<file path="src/rtl/core/sbm_pkg.sv">
// Shared types and constants of the symmetric bit matrix.
package sbm_pkg;

  localparam int CMD_W   = 2;
  localparam int IDX_W   = 6;
  localparam int CFG_W   = 7;
  localparam int COUNT_W = 13;

  localparam logic [CMD_W-1:0] CMD_TEST_SET = 2'd0;
  localparam logic [CMD_W-1:0] CMD_RESET    = 2'd1;
  localparam logic [CMD_W-1:0] CMD_GET      = 2'd2;
  localparam logic [CMD_W-1:0] CMD_CLEAR    = 2'd3;

  localparam logic [CFG_W-1:0] WIDTH_RESET = 7'd64;

  // controller -> datapath
  typedef struct packed {
    logic latch;        // capture the input item
    logic rd;           // read both mirror words
    logic wr_first;     // write back the word of (row,col), update counts
    logic wr_second;    // write back the word of (col,row)
    logic sweep_start;  // restart the clearing pass, zero the counts
    logic sweep_step;   // zero one word, advance
    logic load_out;     // load the result register
  } sbm_cmd_t;

  // datapath -> controller
  typedef struct packed {
    logic is_clear;
    logic out_range;
    logic change;
    logic split;
    logic sweep_last;
  } sbm_stat_t;

endpackage

</file>
<file path="src/rtl/core/sbm_ctrl.sv">
// Sequencer for the symmetric bit matrix: item steps, clearing pass, result slot.
module sbm_ctrl
  import sbm_pkg::*;
(
  input  logic      clk,
  input  logic      rst,
  input  logic      in_valid,
  output logic      in_ready,
  input  logic      cfg_write,
  input  logic      out_ready,
  output logic      out_valid,
  input  sbm_stat_t stat,
  output sbm_cmd_t  cmd
);

  localparam logic [2:0] ST_IDLE   = 3'd0;
  localparam logic [2:0] ST_READ   = 3'd1;
  localparam logic [2:0] ST_MODIFY = 3'd2;
  localparam logic [2:0] ST_WRITE2 = 3'd3;
  localparam logic [2:0] ST_SWEEP  = 3'd4;
  localparam logic [2:0] ST_FINISH = 3'd5;

  logic [2:0] state;
  logic [2:0] state_next;
  logic       report;
  logic       report_next;
  logic       slot_free;

  assign slot_free = !out_valid || out_ready;
  assign in_ready  = (state == ST_IDLE) && !cfg_write;

  always_comb begin
    state_next  = state;
    report_next = report;
    cmd         = '0;
    if (cfg_write) begin
      // a new width wipes the store; no result is owed
      cmd.sweep_start = 1'b1;
      report_next     = 1'b0;
      state_next      = ST_SWEEP;
    end else begin
      case (state)
        ST_IDLE: begin
          if (in_valid) begin
            cmd.latch  = 1'b1;
            state_next = ST_READ;
          end
        end
        ST_READ: begin
          if (stat.is_clear) begin
            cmd.sweep_start = 1'b1;
            report_next     = 1'b1;
            state_next      = ST_SWEEP;
          end else if (stat.out_range) begin
            state_next = ST_FINISH;
          end else begin
            cmd.rd     = 1'b1;
            state_next = ST_MODIFY;
          end
        end
        ST_MODIFY: begin
          cmd.wr_first = stat.change;
          state_next   = (stat.change && stat.split) ? ST_WRITE2 : ST_FINISH;
        end
        ST_WRITE2: begin
          cmd.wr_second = 1'b1;
          state_next    = ST_FINISH;
        end
        ST_SWEEP: begin
          cmd.sweep_step = 1'b1;
          if (stat.sweep_last) begin
            state_next = report ? ST_FINISH : ST_IDLE;
          end
        end
        ST_FINISH: begin
          if (slot_free) begin
            cmd.load_out = 1'b1;
            state_next   = ST_IDLE;
          end
        end
        default: begin
          state_next = ST_IDLE;
        end
      endcase
    end
  end

  always_ff @(posedge clk) begin
    if (rst) begin
      state     <= ST_SWEEP;
      report    <= 1'b0;
      out_valid <= 1'b0;
    end else begin
      state  <= state_next;
      report <= report_next;
      if (cmd.load_out) begin
        out_valid <= 1'b1;
      end else if (out_ready) begin
        out_valid <= 1'b0;
      end
    end
  end

  a_load_only_when_free: assert property (@(posedge clk) disable iff (rst)
    cmd.load_out |-> slot_free)
    else $error("result register overwritten while full");

  a_item_ends_in_finish: assert property (@(posedge clk) disable iff (rst)
    (state == ST_WRITE2 && !cfg_write) |=> state == ST_FINISH)
    else $error("second write not followed by result");

  a_no_accept_during_sweep: assert property (@(posedge clk) disable iff (rst)
    (state == ST_SWEEP) |-> !in_ready)
    else $error("input taken during clearing pass");

endmodule

</file>
<file path="config.mk">
export PLATFORM = sky130hd
export DESIGN_NAME = sbm_ctrl
export DESIGN_NICKNAME = d
export VERILOG_FILES = /design/src/rtl/core/sbm_pkg.sv /design/src/rtl/core/sbm_ctrl.sv
export SDC_FILE = /design/constraint.sdc
export NUM_CORES = 1
export LEC_CHECK = 0
export BUFFER_PORTS_ARGS = -buffer_cell sky130_fd_sc_hd__buf_2
export CAP_MARGIN = 0
export CORE_AREA = 2 2 39 41
export CTS_CLUSTER_SIZE = 8
export DETAILED_ROUTE_END_ITERATION = 10
export DIE_AREA = 0 0 41 43
export GPL_ROUTABILITY_DRIVEN = 1
export RECOVER_POWER = 25
export SLEW_MARGIN = 20
export SYNTH_ARGS = -nofsm -noshare
export SYNTH_HDL_FRONTEND = slang
export SYNTH_SLANG_ARGS = --single-unit
</file>
<file path="constraint.sdc">
create_clock -name clk -period 1.2 [get_ports clk]
set_input_delay 0.06 -clock clk [delete_from_list [all_inputs] [get_ports clk]]
set_output_delay 0.06 -clock clk [all_outputs]
set_load 0.005 [all_outputs]
</file>
==> results.ini <==
[run_status]
status=finished with violations
violations=setup timing

[routing]
drcViolationCount=0
drtAntennaViolNets=0
viasPerCell=5.01
drt-pass1-iter-count=4
via_count=486
drt-met1-wl_um=517
drt_iter0_drc=3
wire_per_inst_um=12.8
top_layer=met4
drt-total-wl_um=1240
met3_wirelength_um=50
met2WireLength_um=649

[power]
powerDensity_nw_per_um2=619
max-vdd-ir-drop_mv=0.442
leakage_nw=0.316
p_seq_share_pct=37.0
clkPwrFrac_pct=43.8
intPower_mw=0.335
combPwrFrac_pct=19.1
switching_power_mw=0.128
netSwitchingFraction_pct=27.6

[synthesis]
synthFlopType=dfxtp_1
ys_top_cells_by_area=dfxtp_1, nand2b_1, nor2_1
yosys.area.top_type=dfxtp_1
syn_avg_cell_area_um2=8.91
syn-instance-count=49
syn_area_um2=437
synth_edf_count=0
yosys_register_bits=5
async_flop_share_pct=0
yosys_warnings=0
synth_top_area_share_pct=22.9
synth_fp_nets=59
synth_common_cells=nor2_1, dfxtp_1, nand2b_1, nor3_1
seq_area_frac_synth_pct=22.9
synth_most_common_cell=nor2_1
ys_types=28

[setup_path]
worst-setup-path-type=reg2out
path_max_fanout=3
worstSetupStartpointType=flop
critPathCaptureType=output port
cp_data_required_time_ns=1.14
cp.arrival_ns=1.27

[global_routing]
antenna_found_initial=0
grt_pass1_vias=417
grt_max_degree=10
grt.overflow.total=0
grt_pass1_wl_um=1800
grt_usage_pct=14.9

[clocking]
clockBufferDepth=2
numCtsBuffers=3
clock_sinks=5
clk_pin_slew_worst_paths_ns=0.04
clk_latency_ns=0.24
cts.htree.levels=1
tritoncts=built
hold_buffers=0
cts-root-buf=clkbuf_4

[placed_design]
dp_slack_ns=0.0100
gp_congestion=0.787
place_area_um2=552
port_buffers=18
dp_hpwl_um=775

[timing]
fin_crit_ns=1.33
hold_viol=0
timing.fmax_ghz=0.752
post-route-worst-setup-slack_ns=-0.129
tightest_slew_ns=0.254
final.period_utilization_pct=111
drv_slew=0
slew-limit-headroom_pct=83.1
finalClockSkew_ns=0.00578
setup_violations=7
rsz0062_at_grt=yes

[floorplanning]
core_um2=1380
die_h_um=43
rows=14
dieArea_um2=1760
die_x_um=41
start_util_pct=31.6
ios=19

[layout]
drive_gt1_share_pct=71.6
fill_cells=127
fin_area_um2=747
areaGrowthSynthToFinish_pct=71.1
fin_nets=92
diodes=0

[job]
cap_violations=0

[hold_path]
hp-class=in2reg

[registers in the layout, summed over array words and instances (netlist names)]
register / count
report: 1
out_valid: 1
state: 3
[layout make-up]
| class | count | area (µm²) | area share (%) |
|---|---|---|---|
| flip-flops and latches | 5 | 111 | 14.9 |
| clock buffers | 4 | 26.3 | 3.52 |
| well taps | 16 | 20.0 | 2.68 |
| multi-input cells | 40 | 364 | 48.7 |
| repair buffers | 32 | 225 | 30.2 |
[worst paths after layout]
check	slack [ns]	from	to	depth (start not counted)
max	-0.13	state[1]	cmd[5]	4
min	0.04	rst	state[1]	2
max reg2reg	-0.08	state[0]	state[0]	6
min reg2reg	0.54	state[2]	state[1]	1
[layout by cell type (no fill, tap or decap), drive strengths merged]
cell type  count
buf           31
nor2           8
nand2b         6
clkbuf         5
dfxtp          5
nor3           4
nor4b          3
o21ai          3
nor2b          2
nand2          2
nor4           2
a21oi          2
and2           1
a31o           1
and3b          1
o211ai         1
a21boi         1
a31oi          1
mux2i          1
o2111ai        1
[critical path: stages, from the launching register on]
cell     delay, ns
dfxtp_4       0.34
buf_4         0.14
nor2_2        0.17
nor4b_2       0.23
buf_2         0.15
[stage by stage]
stage	setup TNS (ns)	total power [mW]	cells	util (%)	hold slack [ns]
after floorplan	0	0.219	49	-	0.132
after global placement	0	0.247	83	39.9	0.298
after detailed placement	0	0.248	83	39.9	0.297
after CTS	-0.118	0.453	91	47.8	0.0318
after global routing	-1.07	0.491	97	54.0	0.0370
final	-0.501	0.462	97	54.0	0.0429
[power by group through the flow]
stage | Combinational [mW] | Clock [mW] | Sequential (mW)
final | 0.0885 | 0.203 | 0.171
after floorplan | 0.0458 | 0 | 0.173
after global routing | 0.0961 | 0.223 | 0.172
after detailed placement | 0.0691 | 0 | 0.178
after global placement | 0.0689 | 0 | 0.178
after CTS | 0.0764 | 0.205 | 0.171
[routing by layer]
metal,GRT usage (%),vias to the layer above
li1,-,240
met1,20.0,230
met2,22.2,14
met3,3.14,2
met4,6.00,0
met5,0,-
[repair_timing]
action,CTS,global route
endpoints found under the setup margin,8,10
resized for setup,14,8
setup buffers,4,6
pin swaps,3,7
hold endpoints to repair,0,0
[logic make-up after synthesis]
family / count (synthesis) / synth area share [%]
AOI/OAI and AO/OA: 10 / 18.3
buffers and inverters: 4 / 8.59
DFF: 5 / 22.9
muxes: 1 / 2.29
and+or+nand+nor: 29 / 47.9
Power figures use the tool's default switching activity.
